`src/sv/msrc_pkg.sv`:
```
`timescale 1ns / 1ps
`default_nettype none

package msrc_pkg;

    // Field widths of the transaction payloads and registers.
    localparam int SPEED_W    = 16;
    localparam int COUNT_W    = 24;
    localparam int TIME_W     = 32;
    localparam int STEPS_W    = 8;
    localparam int INTERVAL_W = 16;
    localparam int DIFF_W     = SPEED_W + 1;
    localparam int MAG_W      = SPEED_W;
    localparam int CFG_IDX_W  = 8;
    localparam int CFG_DATA_W = 16;

    // Input transaction kinds.
    typedef enum logic [1:0] {
        MODE_TICK  = 2'd0,
        MODE_DRIVE = 2'd1,
        MODE_MOVE  = 2'd2,
        MODE_STOP  = 2'd3
    } t_mode;

    // Controller phases, as reported on the result.
    typedef enum logic [2:0] {
        PH_IDLE      = 3'd0,
        PH_UPSTART   = 3'd1,
        PH_UP        = 3'd2,
        PH_RUN       = 3'd3,
        PH_DOWNSTART = 3'd4,
        PH_DOWN      = 3'd5,
        PH_MOVESTART = 3'd6,
        PH_MOVERUN   = 3'd7
    } t_phase;

    // Configuration register indexes.
    localparam logic [CFG_IDX_W-1:0] CFG_RAMP_STEPS    = CFG_IDX_W'(0);
    localparam logic [CFG_IDX_W-1:0] CFG_RAMP_INTERVAL = CFG_IDX_W'(1);

    // Configuration reset values.
    localparam logic [STEPS_W-1:0]    RAMP_STEPS_RST    = STEPS_W'(10);
    localparam logic [INTERVAL_W-1:0] RAMP_INTERVAL_RST = INTERVAL_W'(100);

    typedef struct packed {
        t_mode                     mode;
        logic [TIME_W-1:0]         now_ms;
        logic                      motor_busy;
        logic signed [SPEED_W-1:0] target_speed;
        logic signed [COUNT_W-1:0] move_count;
    } t_in_item;

    typedef struct packed {
        logic                      velocity_write;
        logic signed [SPEED_W-1:0] velocity_value;
        logic                      start_motor;
        logic                      stop_motor;
        logic                      move_load;
        logic signed [COUNT_W-1:0] move_pulses;
        t_phase                    phase;
    } t_out_item;

endpackage

`default_nettype wire

```
`src/sv/msrc_div.sv`:
```
`timescale 1ns / 1ps
`default_nettype none

// Serial restoring divider: signed numerator by unsigned nonzero divisor,
// one quotient bit per cycle, truncating toward zero.
module msrc_div (
    input  wire logic                                i_clk,
    input  wire logic                                i_rst_n,
    input  wire logic                                i_start,
    input  wire logic signed [msrc_pkg::DIFF_W-1:0]  i_num,
    input  wire logic [msrc_pkg::STEPS_W-1:0]        i_den,
    output logic                                     o_done,
    output logic signed [msrc_pkg::DIFF_W-1:0]       o_quot
);
    import msrc_pkg::*;

    localparam int CNT_W = $clog2(MAG_W);

    logic                  r_busy;
    logic                  r_done;
    logic [CNT_W-1:0]      r_cnt;
    logic [MAG_W-1:0]      r_mag;
    logic [STEPS_W-1:0]    r_rem;
    logic [STEPS_W-1:0]    r_den;
    logic                  r_neg;

    logic [DIFF_W-1:0]     num_abs;
    logic [STEPS_W:0]      rem_sh;
    logic                  q_bit;
    logic [STEPS_W:0]      rem_sub;

    // Magnitude of the numerator; its range never reaches the most negative code.
    assign num_abs = i_num[DIFF_W-1] ? DIFF_W'(-i_num) : DIFF_W'(i_num);

    // One restoring step: shift in the next dividend bit and try a subtract.
    assign rem_sh  = {r_rem, r_mag[MAG_W-1]};
    assign rem_sub = rem_sh - {1'b0, r_den};
    assign q_bit   = (rem_sh >= {1'b0, r_den});

    always_ff @(posedge i_clk) begin
        if (!i_rst_n) begin
            r_busy <= 1'b0;
            r_done <= 1'b0;
            r_cnt  <= '0;
        end else begin
            r_done <= 1'b0;
            if (i_start) begin
                r_busy <= 1'b1;
                r_cnt  <= '0;
                r_mag  <= num_abs[MAG_W-1:0];
                r_rem  <= '0;
                r_den  <= i_den;
                r_neg  <= i_num[DIFF_W-1];
            end else if (r_busy) begin
                r_mag <= {r_mag[MAG_W-2:0], q_bit};
                r_rem <= q_bit ? rem_sub[STEPS_W-1:0] : rem_sh[STEPS_W-1:0];
                r_cnt <= r_cnt + 1'b1;
                if (r_cnt == CNT_W'(MAG_W - 1)) begin
                    r_busy <= 1'b0;
                    r_done <= 1'b1;
                end
            end
        end
    end

    // Apply the sign to the quotient magnitude.
    assign o_quot = r_neg ? -$signed({1'b0, r_mag}) : $signed({1'b0, r_mag});
    assign o_done = r_done;

endmodule

`default_nettype wire

```
`src/sv/motor_speed_ramp_controller.sv`:
```
`timescale 1ns / 1ps
`default_nettype none

// Sequence: an accepted transaction passes the start, sum and execute states; a tick in a
// ramp-start phase also waits in the divide state for the serial step divider.
// Throughput: one transaction at a time, the next one accepted from the cycle after the
// result is registered; the result register lets the next one in while the
// previous result still waits.
// Reset (synchronous, active low): idle phase, state cleared, registers 10 and 100.
module motor_speed_ramp_controller (
    input  wire logic                                  i_clk,
    input  wire logic                                  i_rst_n,
    input  wire logic                                  i_in_valid,
    output logic                                       o_in_ready,
    input  wire msrc_pkg::t_in_item                    i_in,
    output logic                                       o_out_valid,
    input  wire logic                                  i_out_ready,
    output msrc_pkg::t_out_item                        o_out,
    input  wire logic                                  i_cfg_valid,
    output logic                                       o_cfg_ready,
    input  wire logic [msrc_pkg::CFG_IDX_W-1:0]        i_cfg_index,
    input  wire logic [msrc_pkg::CFG_DATA_W-1:0]       i_cfg_data
);
    import msrc_pkg::*;

    typedef enum logic [2:0] {
        S_IDLE,
        S_START,
        S_DIV,
        S_SUM,
        S_EXEC
    } t_state;

    localparam int SUM_W = COUNT_W + 1;

    t_state                    r_state, n_state;
    t_in_item                  r_in;
    t_out_item                 r_out;
    logic                      r_out_valid;
    logic [STEPS_W-1:0]        r_ramp_steps;
    logic [INTERVAL_W-1:0]     r_interval;
    t_phase                    r_phase, n_phase;
    logic signed [SPEED_W-1:0] r_cur, n_cur;
    logic signed [SPEED_W-1:0] r_set, n_set;
    logic signed [COUNT_W-1:0] r_step, n_step;
    logic [TIME_W-1:0]         r_last, n_last;
    logic                      r_elapsed;
    logic signed [SPEED_W-1:0] r_sum;

    t_out_item                 res;
    logic                      need_div;
    logic                      out_free;
    logic [STEPS_W-1:0]        div_den;
    logic signed [DIFF_W-1:0]  div_num;
    logic                      div_done;
    logic signed [DIFF_W-1:0]  div_quot;
    logic signed [COUNT_W-1:0] quot_step;
    logic                      is_up;
    logic signed [SUM_W-1:0]   ext_cur;
    logic signed [SUM_W-1:0]   ext_step;
    logic signed [SUM_W-1:0]   sum_raw;
    logic signed [SPEED_W-1:0] sum_sat;
    logic [TIME_W-1:0]         time_diff;

    assign o_in_ready  = (r_state == S_IDLE);
    assign o_out_valid = r_out_valid;
    assign o_out       = r_out;
    assign o_cfg_ready = 1'b1;
    assign out_free    = !r_out_valid || i_out_ready;

    // Ramp-start ticks need a fresh step size from the divider.
    assign need_div = (r_in.mode == MODE_TICK) &&
                      ((r_phase == PH_UPSTART) || (r_phase == PH_DOWNSTART));
    assign div_den  = (r_ramp_steps == '0) ? STEPS_W'(1) : r_ramp_steps;
    assign div_num  = (r_phase == PH_UPSTART) ?
                      (DIFF_W'(r_set) - DIFF_W'(r_cur)) :
                      (DIFF_W'(r_cur) - DIFF_W'(r_set));

    msrc_div u_div (
        .i_clk   (i_clk),
        .i_rst_n (i_rst_n),
        .i_start (r_state == S_START && need_div),
        .i_num   (div_num),
        .i_den   (div_den),
        .o_done  (div_done),
        .o_quot  (div_quot)
    );

    // A step that truncates to zero is forced to one.
    assign quot_step = (div_quot == '0) ? COUNT_W'(1) : COUNT_W'(div_quot);

    // Speed plus or minus the step, saturated to the signed speed range.
    assign is_up    = (r_phase == PH_UPSTART) || (r_phase == PH_UP);
    assign ext_cur  = SUM_W'(r_cur);
    assign ext_step = SUM_W'(r_step);
    assign sum_raw  = is_up ? (ext_cur + ext_step) : (ext_cur - ext_step);

    always_comb begin
        if (sum_raw > SUM_W'(32767)) begin
            sum_sat = 16'sh7FFF;
        end else if (sum_raw < -SUM_W'(32768)) begin
            sum_sat = 16'sh8000;
        end else begin
            sum_sat = sum_raw[SPEED_W-1:0];
        end
    end

    // Wrapping time since the last applied step.
    assign time_diff = r_in.now_ms - r_last;

    // Controller update for the held transaction.
    always_comb begin
        n_phase = r_phase;
        n_cur   = r_cur;
        n_set   = r_set;
        n_step  = r_step;
        n_last  = r_last;
        res     = '0;
        case (r_in.mode)
            MODE_DRIVE: begin
                n_set = r_in.target_speed;
                if (r_phase != PH_RUN) begin
                    n_phase = PH_UPSTART;
                end
            end
            MODE_MOVE: begin
                n_set   = r_in.target_speed;
                n_step  = r_in.move_count;
                n_phase = PH_MOVESTART;
            end
            MODE_STOP: begin
                n_cur   = '0;
                n_phase = PH_IDLE;
            end
            default: begin
                case (r_phase)
                    PH_IDLE: begin
                        res.stop_motor = r_in.motor_busy;
                    end
                    PH_UPSTART: begin
                        n_cur              = r_sum;
                        res.velocity_write = 1'b1;
                        res.velocity_value = r_sum;
                        res.start_motor    = 1'b1;
                        n_last             = '0;
                        n_phase            = PH_UP;
                    end
                    PH_UP: begin
                        if (r_elapsed) begin
                            if (r_cur >= r_set) begin
                                n_phase = PH_RUN;
                            end else begin
                                n_cur = (r_sum > r_set) ? r_set : r_sum;
                            end
                            res.velocity_write = 1'b1;
                            res.velocity_value = n_cur;
                            n_last             = r_in.now_ms;
                        end
                    end
                    PH_RUN: begin
                        if (!r_in.motor_busy) begin
                            n_cur   = '0;
                            n_phase = PH_IDLE;
                        end else if (r_cur < r_set) begin
                            n_phase = PH_UPSTART;
                        end else if (r_cur > r_set) begin
                            n_phase = PH_DOWNSTART;
                        end
                    end
                    PH_DOWNSTART: begin
                        n_cur   = r_sum;
                        n_last  = '0;
                        n_phase = PH_DOWN;
                    end
                    PH_DOWN: begin
                        if (r_elapsed) begin
                            res.velocity_write = 1'b1;
                            res.velocity_value = r_cur;
                            n_last             = r_in.now_ms;
                            if (r_cur <= r_set) begin
                                n_phase = (r_set == '0) ? PH_IDLE : PH_RUN;
                            end else begin
                                n_cur = (r_sum < r_set) ? r_set : r_sum;
                            end
                        end
                    end
                    PH_MOVESTART: begin
                        res.velocity_write = 1'b1;
                        res.velocity_value = r_set;
                        res.move_load      = 1'b1;
                        res.move_pulses    = r_step;
                        res.start_motor    = 1'b1;
                        n_phase            = PH_MOVERUN;
                    end
                    default: begin
                        if (!r_in.motor_busy) begin
                            n_phase = PH_IDLE;
                        end
                    end
                endcase
            end
        endcase
        res.phase = n_phase;
    end

    // Sequencer next state.
    always_comb begin
        n_state = r_state;
        case (r_state)
            S_IDLE: begin
                if (i_in_valid) begin
                    n_state = S_START;
                end
            end
            S_START: begin
                n_state = need_div ? S_DIV : S_SUM;
            end
            S_DIV: begin
                if (div_done) begin
                    n_state = S_SUM;
                end
            end
            S_SUM: begin
                n_state = S_EXEC;
            end
            S_EXEC: begin
                if (out_free) begin
                    n_state = S_IDLE;
                end
            end
            default: begin
                n_state = S_IDLE;
            end
        endcase
    end

    // Sequencer state, controller state and the result register.
    always_ff @(posedge i_clk) begin
        if (!i_rst_n) begin
            r_state      <= S_IDLE;
            r_out_valid  <= 1'b0;
            r_ramp_steps <= RAMP_STEPS_RST;
            r_interval   <= RAMP_INTERVAL_RST;
            r_phase      <= PH_IDLE;
            r_cur        <= '0;
            r_set        <= '0;
            r_step       <= '0;
            r_last       <= '0;
        end else begin
            r_state <= n_state;

            // Configuration writes.
            if (i_cfg_valid) begin
                if (i_cfg_index == CFG_RAMP_STEPS) begin
                    r_ramp_steps <= i_cfg_data[STEPS_W-1:0];
                end else if (i_cfg_index == CFG_RAMP_INTERVAL) begin
                    r_interval <= i_cfg_data[INTERVAL_W-1:0];
                end
            end

            // Capture the input transaction.
            if (r_state == S_IDLE && i_in_valid) begin
                r_in <= i_in;
            end

            if (r_state == S_START) begin
                r_elapsed <= (time_diff >= TIME_W'(r_interval));
            end

            if (r_state == S_DIV && div_done) begin
                r_step <= quot_step;
            end

            if (r_state == S_SUM) begin
                r_sum <= sum_sat;
            end

            // Commit the update and hand the result to the output register.
            if (r_state == S_EXEC && out_free) begin
                r_phase     <= n_phase;
                r_cur       <= n_cur;
                r_set       <= n_set;
                r_step      <= n_step;
                r_last      <= n_last;
                r_out       <= res;
                r_out_valid <= 1'b1;
            end else if (i_out_ready) begin
                r_out_valid <= 1'b0;
            end
        end
    end

endmodule

`default_nettype wire

```
`config.mk`:
```
export PLATFORM = sky130hd
export DESIGN_NAME = motor_speed_ramp_controller
export DESIGN_NICKNAME = d
export VERILOG_FILES = /design/src/sv/msrc_pkg.sv /design/src/sv/msrc_div.sv /design/src/sv/motor_speed_ramp_controller.sv
export SDC_FILE = /design/constraint.sdc
export NUM_CORES = 1
export LEC_CHECK = 0
export BUFFER_PORTS_ARGS = -buffer_cell sky130_fd_sc_hd__buf_2
export CORE_MARGIN = 2
export CORE_UTILIZATION = 40
export CTS_BUF_LIST = sky130_fd_sc_hd__clkbuf_8 sky130_fd_sc_hd__clkbuf_16
export DETAILED_ROUTE_END_ITERATION = 10
export GPL_TIMING_DRIVEN = 1
export MAX_ROUTING_LAYER = met4
export PLACE_DENSITY = 0.6
export SKIP_LAST_GASP = 1
export SYNTH_ARGS = -nofsm -noshare
export SYNTH_HDL_FRONTEND = slang
export SYNTH_SLANG_ARGS = --single-unit
```
`constraint.sdc`:
```
create_clock -name i_clk -period 4.8 [get_ports i_clk]
set_input_delay 0 -clock i_clk [delete_from_list [all_inputs] [get_ports i_clk]]
set_output_delay 0 -clock i_clk [all_outputs]
set_load 0.05 [all_outputs]
```
* Word level (Yosys, flattened, before mapping)
Index checks and enable logic that the tools add are counted.
Word-level totals: flip-flop bits (word level) 297, output and inout bits 50, logic and storage cells 176
Cells by class: add/subtract/negate cells 9, magnitude comparators 10, eq/ne operators 25, multiplexer cells 52, bitwise operators 7, reduce and logical (&&, ||, !) cells 43
Operators by type and width (number):
- 16-bit 2-to-1 mux | 11
- 24-bit 2-to-1 mux | 4
- 17-bit 2-to-1 mux | 4
- 17-bit one-hot mux with 4 select lines | 1
- 16-bit one-hot mux with 4 select lines | 1
- 32-bit one-hot mux with 2 select lines | 1
- 25-bit 2-to-1 mux | 2
- 3-bit 2-to-1 mux | 12
- 16-bit by 16-bit subtractor with 17-bit output | 2
- 32-bit by 16-bit greater-or-equal comparator with 1-bit output | 1
- 16-bit greater-than comparator | 2
- 16-bit < comparator | 2
- 32-bit 2-to-1 mux | 1
- 16-bit one-hot mux with 2 select lines | 1
- 32-bit subtractor | 1
- 16-bit by 24-bit adder with 25-bit output | 1
- 25-bit by 16-bit greater-than comparator with 1-bit output (second input constant) | 1
- 25-bit by 16-bit < comparator with 1-bit output (second input constant) | 1
- 16-bit by 24-bit subtractor with 25-bit output | 1
- 3-bit one-hot mux with 7 select lines | 1
- 2-bit AND reduction | 9
- 17-bit logical NOT | 1
- 16-bit negation with 17-bit output | 1
- 16-bit greater-or-equal comparator | 1
- other kinds (36) | 83

* Depth between registers and ports, before layout
word-level depth 6, gate-level depth with buffers 20, mapped depth without buffers 20

* Hierarchy
From an unflattened synthesis, not the netlist that was laid out.
Unflattened totals: cells, all modules 2089, area total of the unflattened synthesis 19436.1 sq um
Modules (own cells, without submodules):
- motor_speed_ramp_controller | times used 1, cells an instance 1828, area each 16902.5 sq um
- msrc_div | times used 1, cells an instance 261, area each 2533.7 sq um

* Least setup slack after synthesis
Ideal clock, no wire load.
kind reg-to-reg, from register r_phase[1], to register r_sum[4], data pin, data arrival time 4608 ps, path slack -84 ps, cell stages (with the launch flop) 19, buffers on the path 3, cells stage by stage dfxtp_1 > clkbuf_1 > nand2b_1 > nand2b_1 > and2_0 > clkbuf_1 > nor2_1 > xor2_1 > ha_1 > nor2b_1 > o2111ai_1 > and3_1 > o311a_1 > a31oi_1 > mux2_2 > or4_1 > o41ai_2 > buf_2 > a21oi_1
Between the ends: cells in the longest elaborated chain, start to end 5, elaborated cells between the ends (all ways) 7, those cells by class order compare (2); eq/ne (2); mux (2); reduce/logical (1)
Ends and longest elaborated chain:
- from (decl) | RTL line motor_speed_ramp_controller.sv:42 | t_phase r_phase, n_phase;
- from (signal assigned) | RTL line motor_speed_ramp_controller.sv:280 | r_phase <= n_phase;
- 3-bit by 1-bit == test with 1-bit output / 3-bit by 2-bit == test with 1-bit output (equally long branches) | RTL line motor_speed_ramp_controller.sv:93 | assign is_up = (r_phase == PH_UPSTART) || (r_phase == PH_UP);
- 1-bit logical OR (*) | RTL line motor_speed_ramp_controller.sv:93
- 25-bit 2-to-1 mux (*) | RTL line motor_speed_ramp_controller.sv:96 | assign sum_raw = is_up ? (ext_cur + ext_step) : (ext_cur - ext_step);
- 25-bit by 16-bit < comparator with 1-bit output | RTL line motor_speed_ramp_controller.sv:101 | end else if (sum_raw < -SUM_W'(32768)) begin
- 16-bit 2-to-1 mux | RTL line motor_speed_ramp_controller.sv:101
- to (signal assigned) | RTL line motor_speed_ramp_controller.sv:275 | r_sum <= sum_sat;
- to (decl) | RTL line motor_speed_ramp_controller.sv:48 | logic signed [SPEED_W-1:0] r_sum;
Every way passes the cells marked *; elsewhere a longest branch is shown, timed or not. A chain may end at the register's enable or synchronous reset.

* Worst setup path in the final report
from register r_phase[0], to register r_sum[10], data pin
The elaborated chain is that of the path after synthesis.

==> results by group <==
Run status
  – Status: complete, but fails checks
  – Failing checks: design-rule violations

STA
  – Period utilization: 0.943
  – Slew @ Worst Pin: between 1 and 1.5 ns
  – Fin. Hold Viols: 0
  – Rel. slew slack: 0.121
  – RSZ-0062 raised after global routing: true
  – Max frequency: between 0.2 and 0.25 GHz
  – Worst-case clock skew: around 0.023 ns
  – Hold WS: around 0.044 ns
  – Tmin final: approximately 4.5 ns
  – Final Slew Violations: 0
  – Setup violators final: 0

Route
  – Initial DRC Count: roughly 1700
  – Vias: between 15000 and 20000
  – Via-per-instance ratio: 5.88
  – DRC errors left: 3
  – First drt pass iteration count: 11
  – Avg WL per Cell: around 20 um
  – DRT Wirelength: slightly above 60000 um
  – Routed Antenna Nets: 0

Clock network
  – CTS Buf Count: 34
  – CTS max path bufs: 3
  – Root Buffer: clkbuf_16
  – CTS tree: built
  – Worst skew pair latency: between 0.5 and 0.6 ns
  – Clock transition at path regs: around 0.060 ns
  – Post-CTS setup buffers: 0
  – CTS sink count: between 200 and 300
  – CTS H-tree depth: 2

Synth
  – Synth async-reset ratio: 0
  – Netlist cell types: 86
  – Synthesized area: just under 0.02 mm2
  – EDFF count, synth: 172
  – Synth Warn #: 0
  – Top cells by area, synth: edfxtp_1 26%, dfxtp_1 13%, ha_1 9.2%, a21oi_1 5.3%, nand2_1 3.7%
  – Leading area contributor after synthesis: edfxtp_1
  – Yosys reg bits: between 200 and 300
  – Syn Nets: between 2000 and 2500
  – Share of the synthesized area in the top cell type: 0.264
  – Register area share after synthesis: 0.391
  – Syn_area_per_cell: just under 9 um2
  – Synth Instances: between 2000 and 2500
  – Top FF cell, synth: edfxtp_1

Finish
  – Commonest cells after routing, fill and taps aside: 208 x a21oi_1, 195 x nand2_1, 172 x edfxtp_1
  – Commonest non-fill, non-tap cell in the layout: a21oi_1
  – Nets: approximately 2700
  – Share of cells above drive strength 1: 0.121
  – Area grow syn2layout: 18.8%

Floorplan
  – Row cnt: a little over 80
  – Die W: 225 um
  – Die span in y: ~230 um
  – Core ar.: roughly 0.049 mm2
  – Die area: 0.0508 mm2
  – Top Ports: between 150 and 200
  – Initial Utilization: 0.403

Critical path
  – Kind of end point of the critical path: flop
  – Setup crit start kind: flop
  – CP Class: flop to flop
  – Crit-path max cell delay: 0.46 ns
  – FF-to-FF Start: r_phase[0]
  – Crit path required time: about 5.1 ns
  – Critical Path AT: roughly 4.8 ns
  – R2R depth: 18
  – Reg-to-reg slack, setup: about 0.27 ns
  – Worst R2R End: r_sum[10]
  – Critical path endpoint: r_sum[10]
  – Crit path cell chain: nor2b_1 -> nand2b_1 -> nand2_1 -> buf_4 -> nand2_1 -> o21ai_0 -> inv_1 -> fa_1 -> nor2b_1 -> o2111ai_1 -> and3_1 -> o311a_1 -> a31oi_2 -> mux2_2 -> or4_1 -> o41ai_4 -> buf_6 -> a21oi_1
  – Worst Path Max Fanout: 15
  – CP max-delay cell: or4_1
  – Crit. Startpoint: r_phase[0]

Pwr
  – Static leakage: slightly above 0.009 uW
  – PwrDens: ~270 mW/mm2
  – Worst vdd ir: slightly below 300 uV
  – Total power: 6190 uW

Global route
  – Global route hottest layer: met2
  – Grt ovf: 0
  – Grt met2 use: 0.400
  – First-pass GRT wire length: approximately 96000 um
  – GRT Util Overall: 0.246
  – Met1 usage: 0.309
  – Largest net degree at the start of global routing: 85
  – Met3 Usage GRT: 0.0312
  – Vias in the first global route: around 17000
  – Initial antenna violation count: 1

Place
  – Placer congestion estimate: roughly 0.95
  – I/O Buffers: 152
  – Dpl hpwl: 44400 um

Flow run
  – Max_cap viols: 0

Hold path
  – Worst hold path type: primary input to flop
## state kept, by name (all words and copies together), names as in the netlist
| register | cells |
|---|---|
| r_phase | 3 |
| r_in | 75 |
| o_out | 47 |
| u_div.r_rem | 8 |
| u_div.r_den | 8 |
| r_sum | 16 |
| r_ramp_steps | 8 |
| o_out_valid | 1 |
| u_div.o_done | 1 |
| r_interval | 16 |
| u_div.r_busy | 1 |
| u_div.r_neg | 1 |
| r_state | 3 |
| r_set | 16 |
| u_div.r_cnt | 4 |
| r_elapsed | 1 |
| r_step | 24 |
| r_cur | 16 |
| u_div.r_mag | 16 |
| r_last | 32 |
## worst min-delay path by stage
stage | start | end | slack, ns | cells after the start
after global routing | i_rst_n | r_ramp_steps[3] | 0.06 | 2
after CTS | i_rst_n | r_interval[5] | 0.01 | 2
final | i_rst_n | r_interval[5] | 0.04 | 2
after global placement | i_in[63] | r_in[63] | 0.18 | 1
after floorplan | i_in[0] | r_in[0] | 0.1 | 0
after detailed placement | i_in[44] | r_in[44] | 0.18 | 1
## final cells by class
class                      count  area, um2
fill                        4548      25400
multi-input combinational   1652      11000
sequential                   297       7670
timing repair buffer         301       2140
clock buffer                  38        917
tap                          622        778
inverter                     127        477
clock inverter                24        267
antenna                        1       2.50
## routing by layer
metal | share of wire | vias to the layer above
met5 | 0 | -
met4 | 0.044 | 0
met3 | 0.058 | 165
met2 | 0.47 | 719
met1 | 0.43 | 8524
li1 | - | 8582
## what timing repair did
action / CTS / global route
endpoints found under the setup margin: 0 / 16
hold endpoints to repair: 101 / 0
resized for setup: 0 / 6
hold buffers: 97 / 0
## cell usage after synthesis, types with 6 or more instances
| library cell | number |
|---|---|
| or4_1 | 7 |
| a211o_1 | 7 |
| ha_1 | 144 |
| and2_1 | 37 |
| or2_2 | 7 |
| inv_1 | 127 |
| a21o_1 | 43 |
| mux2i_1 | 41 |
| clkbuf_1 | 112 |
| a2111oi_0 | 10 |
| xor2_1 | 53 |
| o2111ai_1 | 8 |
| mux2_2 | 9 |
| and3_1 | 34 |
| nand4_1 | 18 |
| a211oi_1 | 55 |
| o31ai_1 | 10 |
| nor4_1 | 44 |
| nor2_1 | 131 |
| a222oi_1 | 16 |
| dfxtp_1 | 125 |
| o21bai_1 | 7 |
| nand2_1 | 195 |
| a21oi_1 | 208 |
| buf_2 | 7 |
| o22ai_1 | 23 |
| o2bb2ai_1 | 6 |
| a21boi_0 | 7 |
| o21ai_0 | 141 |
| nor2b_1 | 17 |
| o211ai_1 | 10 |
| xnor2_1 | 48 |
| nand2b_1 | 24 |
| edfxtp_1 | 172 |
| nand3b_1 | 8 |
| nor3_1 | 59 |
| a311oi_1 | 6 |
| a31oi_1 | 16 |
| o41a_1 | 14 |
| nand3_1 | 79 |
| o31a_1 | 6 |
| o21a_1 | 21 |
| or3_1 | 11 |
## metrics by stage
step / cells / area [um2] / util / TNS (ns) / worst slack, ns
2_1_floorplan: 2202 / 19600 / - / 0 / 0.0335
3_3_place_gp: 2902 / 21100 / 0.434 / 0 / 0.374
3_5_place_dp: 2902 / 21100 / 0.434 / 0 / 0.242
4_1_cts: 3061 / 23300 / 0.478 / 0 / 0.239
5_1_grt: 3062 / 23300 / 0.479 / -0.00848 / -0.00848
6_report: 3062 / 23300 / 0.479 / 0 / 0.274
## where the power goes
group | total, uW | switching (uW) | internal, uW | leakage [uW]
combinational | 632 | 358 | 273 | 0.00592
clock | 2770 | 1120 | 1650 | 0.000597
sequential | 2780 | 31.9 | 2750 | 0.00260
## worst max-delay path, delay by kind of cell, from the launching register on
family / cells / cell delay (ns)
AND/OR/NAND/NOR: 7 / 1.31
flip-flops: 1 / 0.31
adder cells (fa/ha/maj): 1 / 0.43
AO/OA/AOI/OAI: 6 / 1.35
multiplexers: 1 / 0.38
buffers and inverters: 3 / 0.47
## logic make-up (layout without fill, tap and decap cells)
group / Yosys count / after routing / share of synthesized area
buffers and inverters: 253 / 490 / 0.0497
other: 1 / 2 / 0.000191
muxes: 50 / 50 / 0.0261
AOI/OAI and AO/OA: 659 / 659 / 0.216
DFF: 297 / 297 / 0.391
xor gates and xnor gates: 101 / 101 / 0.0451
adders and majority gates: 149 / 149 / 0.0970
and+or+nand+nor: 692 / 692 / 0.174
Note: power is estimated with default switching activity, not from simulation.
